===== src/design/assert_macros.svh =====
// Assertion macros shared by the identity registry RTL.
// Included by modules that carry concurrent assertions; no other dependencies.
`ifndef ASSERT_MACROS_SVH
`define ASSERT_MACROS_SVH

// Checks a property on every rising clock edge outside reset.
`define ASSERT_CLK(lbl, clk, rst, prop, msg) \
  lbl: assert property (@(posedge clk) disable iff (rst) prop) else $error(msg);

// Checks an implication into the next cycle outside reset.
`define ASSERT_NEXT(lbl, clk, rst, cond, prop, msg) \
  lbl: assert property (@(posedge clk) disable iff (rst) (cond) |=> (prop)) else $error(msg);

`endif


===== src/design/idreg_pkg.sv =====
// Package for the identity registry: sizes, codes, payload and entry types.
// Used by the top level and idreg_match; depends on nothing.
`timescale 1ns / 1ps
`default_nettype none

package idreg_pkg;

  localparam int ENTRIES = 16;
  localparam int IDX_W = (ENTRIES > 1) ? $clog2(ENTRIES) : 1;
  localparam int CNT_W = $clog2(ENTRIES + 1);
  localparam int NODE_W = 7;
  localparam logic [7:0] MAX_NODE = 8'd127;

  typedef enum logic [0:0] {
    OP_LOOKUP   = 1'b0,
    OP_REGISTER = 1'b1
  } op_t;

  typedef enum logic [2:0] {
    STATUS_OK        = 3'd0,
    STATUS_INVALID   = 3'd1,
    STATUS_NOT_FOUND = 3'd2,
    STATUS_CONFLICT  = 3'd3,
    STATUS_FULL      = 3'd4
  } status_t;

  typedef struct packed {
    op_t         op;
    logic [31:0] vendor_id;
    logic [31:0] product_code;
    logic [31:0] revision_number;
    logic [31:0] serial_number;
    logic [7:0]  node_id;
  } req_t;

  typedef struct packed {
    status_t           status;
    logic [NODE_W-1:0] found_node_id;
  } rsp_t;

  typedef struct packed {
    logic [127:0]      identity;
    logic [NODE_W-1:0] node;
  } entry_t;

  localparam int ENTRY_W = $bits(entry_t);

  typedef struct packed {
    logic id_hit;
    logic node_hit;
  } match_t;

  typedef enum logic [1:0] {
    ST_IDLE,
    ST_WALK,
    ST_DONE
  } state_t;

endpackage

`default_nettype wire


===== src/design/identity_node_id_registry_top.sv =====
// Top level of the identity registry: sequencer, entry memory and result register.
// Depends on idreg_pkg, idreg_ram, idreg_match and assert_macros.svh.
`timescale 1ns / 1ps
`default_nettype none

// The registry maps 128-bit device identities to node numbers 1 to 127, one to one, for up
// to 16 entries. Each request walks the stored entries one per cycle through a single
// comparator fed by the entry memory's read port; a lookup or conflict ends the walk at
// the matching entry, and an invalid node number ends it without a compare. A stalled
// earlier result holds a finished request in its done state until the result register
// is free. The request channel stalls for the whole walk and the done state; a finished
// result waits in its own register, so a new request is taken while the previous result
// is still stalled.
module identity_node_id_registry_top (
  input  wire logic            clk,
  input  wire logic            rst,
  input  wire logic            req_valid,
  output logic                 req_stall,
  input  wire idreg_pkg::req_t req,
  output logic                 rsp_valid,
  input  wire logic            rsp_stall,
  output idreg_pkg::rsp_t      rsp
);
  import idreg_pkg::*;

  `include "assert_macros.svh"

  state_t            state, state_next;
  req_t              req_q;
  logic [CNT_W-1:0]  count, count_next;
  logic [CNT_W-1:0]  rd_cnt, rd_cnt_next;
  logic              pend, pend_next;
  logic              hit, hit_next;
  logic              conflict, conflict_next;
  logic              present, present_next;
  logic [NODE_W-1:0] found, found_next;
  logic              rsp_valid_next;
  rsp_t              rsp_next;

  logic              ram_we;
  entry_t            wr_entry;
  entry_t            rd_entry;
  match_t            m;
  logic [127:0]      key_identity;
  logic              is_lookup;
  logic              invalid_node;
  logic              stop_now;
  logic              walk_end;
  logic              rsp_free;
  logic              append;
  rsp_t              result;

  assign key_identity = {req_q.vendor_id, req_q.product_code,
                         req_q.revision_number, req_q.serial_number};
  assign is_lookup    = (req_q.op == OP_LOOKUP);
  assign invalid_node = !is_lookup && ((req_q.node_id == 8'd0) || (req_q.node_id > MAX_NODE));
  assign stop_now     = is_lookup ? m.id_hit : (m.id_hit != m.node_hit);
  assign walk_end     = invalid_node || (pend && stop_now) || (!pend && (rd_cnt == count));
  assign rsp_free     = !rsp_valid || !rsp_stall;
  assign req_stall    = (state != ST_IDLE);

  assign wr_entry.identity = key_identity;
  assign wr_entry.node     = req_q.node_id[NODE_W-1:0];

  idreg_ram #(
    .WIDTH(ENTRY_W),
    .DEPTH(ENTRIES)
  ) u_ram (
    .clk  (clk),
    .we   (ram_we),
    .waddr(count[IDX_W-1:0]),
    .wdata(wr_entry),
    .raddr(rd_cnt[IDX_W-1:0]),
    .rdata(rd_entry)
  );

  idreg_match u_match (
    .entry       (rd_entry),
    .key_identity(key_identity),
    .key_node    (req_q.node_id),
    .result      (m)
  );

  always_comb begin
    append = 1'b0;
    result.found_node_id = '0;
    if (is_lookup) begin
      result.status = hit ? STATUS_OK : STATUS_NOT_FOUND;
      result.found_node_id = hit ? found : '0;
    end else if (invalid_node) begin
      result.status = STATUS_INVALID;
    end else if (conflict) begin
      result.status = STATUS_CONFLICT;
    end else if (present) begin
      result.status = STATUS_OK;
    end else if (count >= CNT_W'(ENTRIES)) begin
      result.status = STATUS_FULL;
    end else begin
      result.status = STATUS_OK;
      append = 1'b1;
    end
  end

  always_comb begin
    state_next = state;
    case (state)
      ST_IDLE: begin
        if (req_valid) begin
          state_next = ST_WALK;
        end
      end
      ST_WALK: begin
        if (walk_end) begin
          state_next = ST_DONE;
        end
      end
      ST_DONE: begin
        if (rsp_free) begin
          state_next = ST_IDLE;
        end
      end
      default: state_next = ST_IDLE;
    endcase
  end

  always_comb begin
    rd_cnt_next    = rd_cnt;
    pend_next      = 1'b0;
    hit_next       = hit;
    conflict_next  = conflict;
    present_next   = present;
    found_next     = found;
    count_next     = count;
    ram_we         = 1'b0;
    rsp_valid_next = rsp_valid && rsp_stall;
    rsp_next       = rsp;
    case (state)
      ST_IDLE: begin
        rd_cnt_next   = '0;
        hit_next      = 1'b0;
        conflict_next = 1'b0;
        present_next  = 1'b0;
        found_next    = '0;
      end
      ST_WALK: begin
        if (rd_cnt < count) begin
          rd_cnt_next = rd_cnt + 1'b1;
          pend_next   = 1'b1;
        end
        if (pend) begin
          if (is_lookup) begin
            if (m.id_hit) begin
              hit_next   = 1'b1;
              found_next = rd_entry.node;
            end
          end else begin
            if (m.id_hit != m.node_hit) begin
              conflict_next = 1'b1;
            end
            if (m.id_hit) begin
              present_next = 1'b1;
            end
          end
        end
      end
      ST_DONE: begin
        if (rsp_free) begin
          rsp_valid_next = 1'b1;
          rsp_next       = result;
          if (append) begin
            ram_we     = 1'b1;
            count_next = count + 1'b1;
          end
        end
      end
      default: begin
      end
    endcase
  end

  always_ff @(posedge clk) begin
    if (rst) begin
      state     <= ST_IDLE;
      count     <= '0;
      rd_cnt    <= '0;
      pend      <= 1'b0;
      hit       <= 1'b0;
      conflict  <= 1'b0;
      present   <= 1'b0;
      rsp_valid <= 1'b0;
    end else begin
      state     <= state_next;
      count     <= count_next;
      rd_cnt    <= rd_cnt_next;
      pend      <= pend_next;
      hit       <= hit_next;
      conflict  <= conflict_next;
      present   <= present_next;
      rsp_valid <= rsp_valid_next;
    end
  end

  always_ff @(posedge clk) begin
    found <= found_next;
    rsp   <= rsp_next;
    if (state == ST_IDLE && req_valid) begin
      req_q <= req;
    end
  end

  `ASSERT_CLK(a_count_bound, clk, rst, (count <= CNT_W'(ENTRIES)), "entry count above capacity")
  `ASSERT_NEXT(a_append_count, clk, rst, ram_we, (count == $past(count) + 1'b1), "missed count step")
  `ASSERT_NEXT(a_done_result, clk, rst, (state == ST_DONE && rsp_free), rsp_valid, "no result")
  `ASSERT_CLK(a_hit_conflict, clk, rst, !(hit && conflict), "lookup hit and conflict both set")

endmodule

`default_nettype wire


===== src/design/idreg_ram.sv =====
// Generic single-write, single-read RAM with a registered read port.
// Holds the table entries; depends on nothing.
`timescale 1ns / 1ps
`default_nettype none

module idreg_ram #(
  parameter int WIDTH = 8,
  parameter int DEPTH = 16
) (
  input  wire logic                                      clk,
  input  wire logic                                      we,
  input  wire logic [((DEPTH > 1) ? $clog2(DEPTH) : 1)-1:0] waddr,
  input  wire logic [WIDTH-1:0]                          wdata,
  input  wire logic [((DEPTH > 1) ? $clog2(DEPTH) : 1)-1:0] raddr,
  output logic      [WIDTH-1:0]                          rdata
);

  logic [WIDTH-1:0] mem [DEPTH];

  always_ff @(posedge clk) begin
    if (we) begin
      mem[waddr] <= wdata;
    end
    rdata <= mem[raddr];
  end

endmodule

`default_nettype wire


===== src/design/idreg_match.sv =====
// Shared compare unit: matches one stored entry against the request key.
// Depends on idreg_pkg.
`timescale 1ns / 1ps
`default_nettype none

module idreg_match (
  input  wire idreg_pkg::entry_t entry,
  input  wire logic [127:0]      key_identity,
  input  wire logic [7:0]        key_node,
  output idreg_pkg::match_t      result
);
  import idreg_pkg::*;

  always_comb begin
    result.id_hit   = (entry.identity == key_identity);
    result.node_hit = ({1'b0, entry.node} == key_node);
  end

endmodule

`default_nettype wire

===== config.mk =====
export PLATFORM = sky130hd
export DESIGN_NAME = identity_node_id_registry_top
export DESIGN_NICKNAME = d
export VERILOG_FILES = /design/src/design/idreg_pkg.sv /design/src/design/identity_node_id_registry_top.sv /design/src/design/idreg_ram.sv /design/src/design/idreg_match.sv
export VERILOG_INCLUDE_DIRS = /design/src /design/src/design
export SDC_FILE = /design/constraint.sdc
export NUM_CORES = 2
export LEC_CHECK = 0
export ABC_AREA = 1
export ABC_CLOCK_PERIOD_IN_PS = 19500
export BUFFER_PORTS_ARGS = -buffer_cell sky130_fd_sc_hd__clkbuf_2
export CAP_MARGIN = 10
export CELL_PAD_IN_SITES_DETAIL_PLACEMENT = 0
export CELL_PAD_IN_SITES_GLOBAL_PLACEMENT = 1
export CORE_MARGIN = 2
export CORE_UTILIZATION = 57
export DETAILED_ROUTE_END_ITERATION = 6
export HOLD_SLACK_MARGIN = 0.05
export PLACE_DENSITY_LB_ADDON = 0.3
export SLEW_MARGIN = 20
export SYNTH_ARGS = -nofsm -noshare
export SYNTH_HDL_FRONTEND = slang
export SYNTH_SLANG_ARGS = --single-unit

===== constraint.sdc =====
create_clock -name clk -period 19.5 [get_ports clk]
set_input_delay 1.95 -clock clk [delete_from_list [all_inputs] [get_ports clk]]
set_output_delay 1.95 -clock clk [all_outputs]
set_load 0.005 [all_outputs]

Word-level counts from Yosys, hierarchy flattened
Memory sizes are Yosys's and may differ from the RTL's. A register that Yosys moved wholly into a read port is not among the register bits.
Index checks and enable logic that the tools add are counted.

operators by class
  add/subtract/negate cells = 2
  magnitude comparators = 3
  equality and inequality tests = 15
  muxes and demuxes = 41
  bitwise gates (word level) = 2
  reduce and logical (&&, ||, !) cells = 25

operator list
  cell                                                           number
  equality test 128 bit                                          1
  2-to-1 mux 1 bit                                               22
  2-to-1 mux 7 bit                                               3
  != test 2 bit, second input constant                           9
  2-to-1 mux 3 bit                                               5
  case mux 7 bit (2 select lines)                                1
  AND reduction 4 bit                                            3
  adder 5 x 1 -> 5 bit, second input constant                    2
  case mux 5 bit (2 select lines)                                1
  equality test 7 x 8 -> 1 bit                                   1
  greater-than comparator 8 x 7 -> 1 bit, second input constant  1
  logical NOT 8 bit                                              1
  2-to-1 mux 2 bit                                               4
  case mux 1 bit (2 select lines)                                3
  case mux 2 bit (3 select lines)                                1
  AND reduction 3 bit                                            2
  equality test 5 bit                                            1
  >= comparator 5 bit, second input constant                     1
  logical AND 1 bit                                              5
  < comparator 5 bit                                             1
  2-to-1 mux 5 bit                                               1
  logical OR 1 bit                                               4
  AND reduction 2 bit                                            2
  nonzero test 2 bit                                             2
  7 further kinds                                                11

word-level totals
  register bits after elaboration = 171
  RAM bits = 2160
  bits of input ports = 141
  output and inout bits = 12
  logic and storage cells = 106
  memories = 1

memories
  memory     depth  bits a word  read ports  clocked after Yosys merged registers in  write ports  line             source
  u_ram.mem  16     135          1           1                                        1            idreg_ram.sv:18  logic [WIDTH-1:0] mem [DEPTH];

Longest topological paths before layout
  word-level depth = 11
  depth in mapped cells = 17
  gate-level depth less buffers = 17

By module
From an unflattened synthesis, not the netlist that was laid out.

unflattened totals
  cell total of the unflattened synthesis = 9112
  area, all modules = 100553.9 µm²

modules (own cells, without submodules)
  module                         instances  cells an instance  area an instance (µm²)  sequential area each (µm²)
  idreg_ram                      1          8200               92323.5                 67564.8
  identity_node_id_registry_top  1          334                5811.8                  4964.8
  idreg_match                    1          578                2418.6                  0.0

Worst setup path before layout
Ideal clock, no wire load.

  kind = input port to flip-flop
  from = input rsp_stall
  to = memory u_ram.mem[11][0] (netlist name) (enable)
  library setup time = 631 ps
  arrival = 8548 ps
  data required time = 18869 ps
  setup slack = 10321 ps
  stages = 7
  path buffers = 0
  cell sequence = a21oi_2 > nand3_1 > nor2_1 > nand3_1 > inv_2 > nand3_1 > nor2_1

between the ends
  word-level cells in the longest chain between the ends = 6

RTL lines
  what                                    line                                  source
  from (decl)                             identity_node_id_registry_top.sv:21   input wire logic rsp_stall,
  logical NOT 1 bit                       identity_node_id_registry_top.sv:59   assign rsp_free = !rsp_valid || !rsp_stall;
  logical OR 1 bit                        identity_node_id_registry_top.sv:59
  2-to-1 mux 1 bit                        identity_node_id_registry_top.sv:167  if (rsp_free) begin
  2-to-1 mux 1 bit                        identity_node_id_registry_top.sv:137  case (state)
  2-to-1 mux 1 bit                        idreg_ram.sv:21                       if (we) begin
  2-to-1 mux 1 bit (not written as such)  idreg_ram.sv:22                       mem[waddr] <= wdata;
  to (decl)                               idreg_ram.sv:18

No other way between the ends.

Worst setup path in the final report
  from = input rsp_stall
  to = memory u_ram.mem[13][37] (netlist name) (enable)

The elaborated chain is that of the path after synthesis.

==> results.md <==
- Status: completed
- Antenna viol nets, final: 0
- Power density cells: 102 mW/mm2
- Detailed Route WL: approximately 240000 um
- Final std cells w/o fill: 9105
- DRT met1 WL: about 94000 um
- Rows: between 100 and 150
- Initial antenna violation count: 2
- Hold_sp: hit
- I/O pin count: 153
- # resized after CTS: 0
- Fmax: 177 MHz
- Longest Clk Path Bufs: 3
- Routed length on met2: about 110000 um
- Post-Synthesis Cells: 6582
- Hold_buf cts: 0
- Pre-antenna DRT Iters: 6
- Crit Path Max Fanout: 52
- Crit path required time: ~20 ns
- Ant. Diodes: 0
- Largest net degree at the start of global routing: ~180
- Post-synth EDFFs: 2314
- Vias in the first global route: around 54000
- Post-DP HPWL: 128000 um
- Ys Warns: 0
- GRT overflow: 0
- Sequential area share after synthesis: 0.768
- Gp weighted congestion: between 0.8 and 0.9
- Startpoint type of the worst setup path: primary input
- Port bufs: 152
- # DRC: 0
- Final Power: approximately 11 mW
- Max cap viols: 0
- Slew at the pin closest to its max-slew limit: between 1 and 1.5 ns
- Dpl cells: 8652
- #FFs+latches synth: 2466
- Crit end category: register
- Leakage: roughly 34 nW
- Die Span X: 411 um
- Crit path largest cell delay: slightly above 0.8 ns
- Hold_ws: ~0.48 ns
- CTS Root Buffer Type: clkbuf_16
- Maximum VDD drop: around 0.12 mV
- Worst r2r path cells: 9
- H-tree levels: 4
- Final Hold Viols: 0
- WS Path Type: in2reg
- CP dominant cell by count: buf_4
- Die Area: approximately 0.17 mm2
- Clock skew: approximately 0.046 ns
- Hold depth: 2
- Drt via density: 6.13
- First-pass GRT wire length: roughly 350000 um
- CTS tree: yes
- Max layer used: met5
- Slew Limit Fails: 0
- # setup viols final: 0
- Most used flip-flop cell after synthesis: edfxtp_1
- Total core area: between 0.15 and 0.2 mm2
- Post-route clock period utilization: 0.289
- Worst-path clk slew: ~0.060 ns
- Post-Syn Nets: just under 7000
- Clock sinks: around 2500
- Synth unique cells: 37
- WP data arrival: 6.12 ns
- Worst path cell trace: clkbuf_2 > a21oi_2 > nand3_1 > nor2_1 > nand3_1 > inv_2 > nand2_1 > nor2_4 > buf_4 > buf_4 > buf_4
- Post-DP Area: between 0.09 and 0.1 mm2
- CTS buffer count: 238
- Die height: between 400 and 500 um
- Metal3 WL: 21300 um
- Worst path slowest cell: buf_4
- Syn Area/Cell: approximately 14 um2
- Syn-to-layout area delta: 11.5%
- GRT Total Usage: 0.276
- Relative slew slack: 0.221
- Hold Crit Class: reg2reg
- Routed vias: approximately 56000
- Critical Path Start: rsp_stall
- RSZ-0062 raised after global routing: no
- Setup Fix Bufs, Post-CTS: 0
- Initial Utilization: 0.573
- Fin Setup TNS: 0 ns
- DRT iter0 DRCs: around 6700
- Routed len/inst: around 26 um
- Fillers: around 12000
- Fraction of layout cells with a size suffix above 1: 0.102
- # nets final: approximately 6900
- Final cell area excluding filler cells: about 0.11 mm2
- Mapped Area: between 0.09 and 0.1 mm2
- Clock Latency Late Sink: 0.88 ns
- Final min period: 5.64 ns
- Fraction of registers with async set/reset: 0
- Worst reg2reg startpoint: rd_cnt[0]
report_power, final:
part / switching (mW) / total, mW / internal, mW
registers: 0.0739 / 5.91 / 5.84
clock network: 1.99 / 4.69 / 2.69
logic: 0.135 / 0.186 / 0.0511
Yosys cell counts (6+ instances only):
cell type,instances,area share
dfxtp_1,152,0.032
ha_1,10,0.0013
nand2_1,556,0.022
mux2i_1,218,0.023
nand3_1,229,0.012
buf_4,21,0.0017
edfxtp_1,2314,0.74
buf_2,77,0.0041
clkbuf_1,249,0.0099
buf_8,6,0.00095
a21oi_1,16,0.00085
buf_1,23,0.00091
o21ai_0,544,0.029
o211ai_1,54,0.0043
nor2_1,1314,0.052
o32ai_1,320,0.030
inv_1,100,0.0040
buf_6,31,0.0037
xnor2_1,100,0.0093
o221ai_1,219,0.020
cell type report:
cell class / count / area [um2] / area share
clock buffers: 298 / 6390 / 0.0607
clock inverters: 155 / 1740 / 0.0165
inverters: 106 / 432 / 0.00410
multi-input cells: 3602 / 19600 / 0.186
flip-flops and latches: 2466 / 72500 / 0.689
well taps: 2189 / 2740 / 0.0260
repair buffers: 289 / 1880 / 0.0179
flip-flops by register name, indices dropped and copies added, names as in the netlist:
| register | flops |
|---|---|
| pend | 1 |
| state | 2 |
| present | 1 |
| u_ram.mem | 2160 |
| key_identity | 128 |
| rd_cnt | 5 |
| rsp_valid | 1 |
| conflict | 1 |
| found | 7 |
| hit | 1 |
| req_q | 9 |
| rsp | 10 |
| u_ram.rdata | 135 |
| count | 5 |
kinds of logic (layout without fill, tap and decap cells):
kind of cell               after synthesis  in the layout  share of synthesized area
AOI/OAI and AO/OA                     1162           1162                     0.0849
xor gates and xnor gates               100            100                    0.00928
adders and majority gates               10             10                    0.00133
buffers and inverters                  514            848                     0.0257
DFF                                   2466           2466                      0.768
muxes                                  218            218                     0.0231
and+or+nand+nor                       2112           2112                     0.0874
worst paths after layout:
kind,endpoint,slack [ns]
setup / recovery,u_ram.mem[13][37],13.86
setup reg to reg,u_ram.rdata[98],14.27
hold reg to reg,hit,0.48
hold / removal,hit,0.48
critical path: cells and delay by family:
| family | cells | cell delay, ns |
|---|---|---|
| buf+inv | 5 | 2.53 |
| simple gates | 5 | 1.07 |
| compound gates | 1 | 0.47 |
cell usage in the layout, fill, tap and decap left out, types with 18 or more instances in the layout:
master | Yosys | routed
buf_4 | 21 | 129
bufinv_16 | 0 | 27
clkbuf_1 | 249 | 39
clkbuf_16 | 0 | 238
clkbuf_2 | 0 | 152
clkbuf_8 | 0 | 21
clkinv_1 | 0 | 35
clkinv_2 | 0 | 63
dfxtp_1 | 152 | 149
edfxtp_1 | 2314 | 2314
inv_1 | 100 | 99
mux2i_1 | 218 | 218
nand2_1 | 556 | 556
nand3_1 | 229 | 229
nor2_1 | 1314 | 1298
nor2_4 | 0 | 18
o211ai_1 | 54 | 54
o21ai_0 | 544 | 544
o221ai_1 | 219 | 219
o32ai_1 | 320 | 320
xnor2_1 | 100 | 100
routing by layer:
metal	GRT usage	vias to the layer above
li1	-	24898
met1	0.380	27978
met2	0.436	2471
met3	0.0586	448
met4	0.108	4
met5	0	-
metrics by stage:
step                utilization  setup slack [ns]
detailed placement        0.590             12.96
CTS                       0.639             13.86
floorplan                     -             10.32
finish                    0.639             13.86
global route              0.639             13.62
global placement          0.589             12.96
No activity file was read; power rests on OpenSTA's default activity.
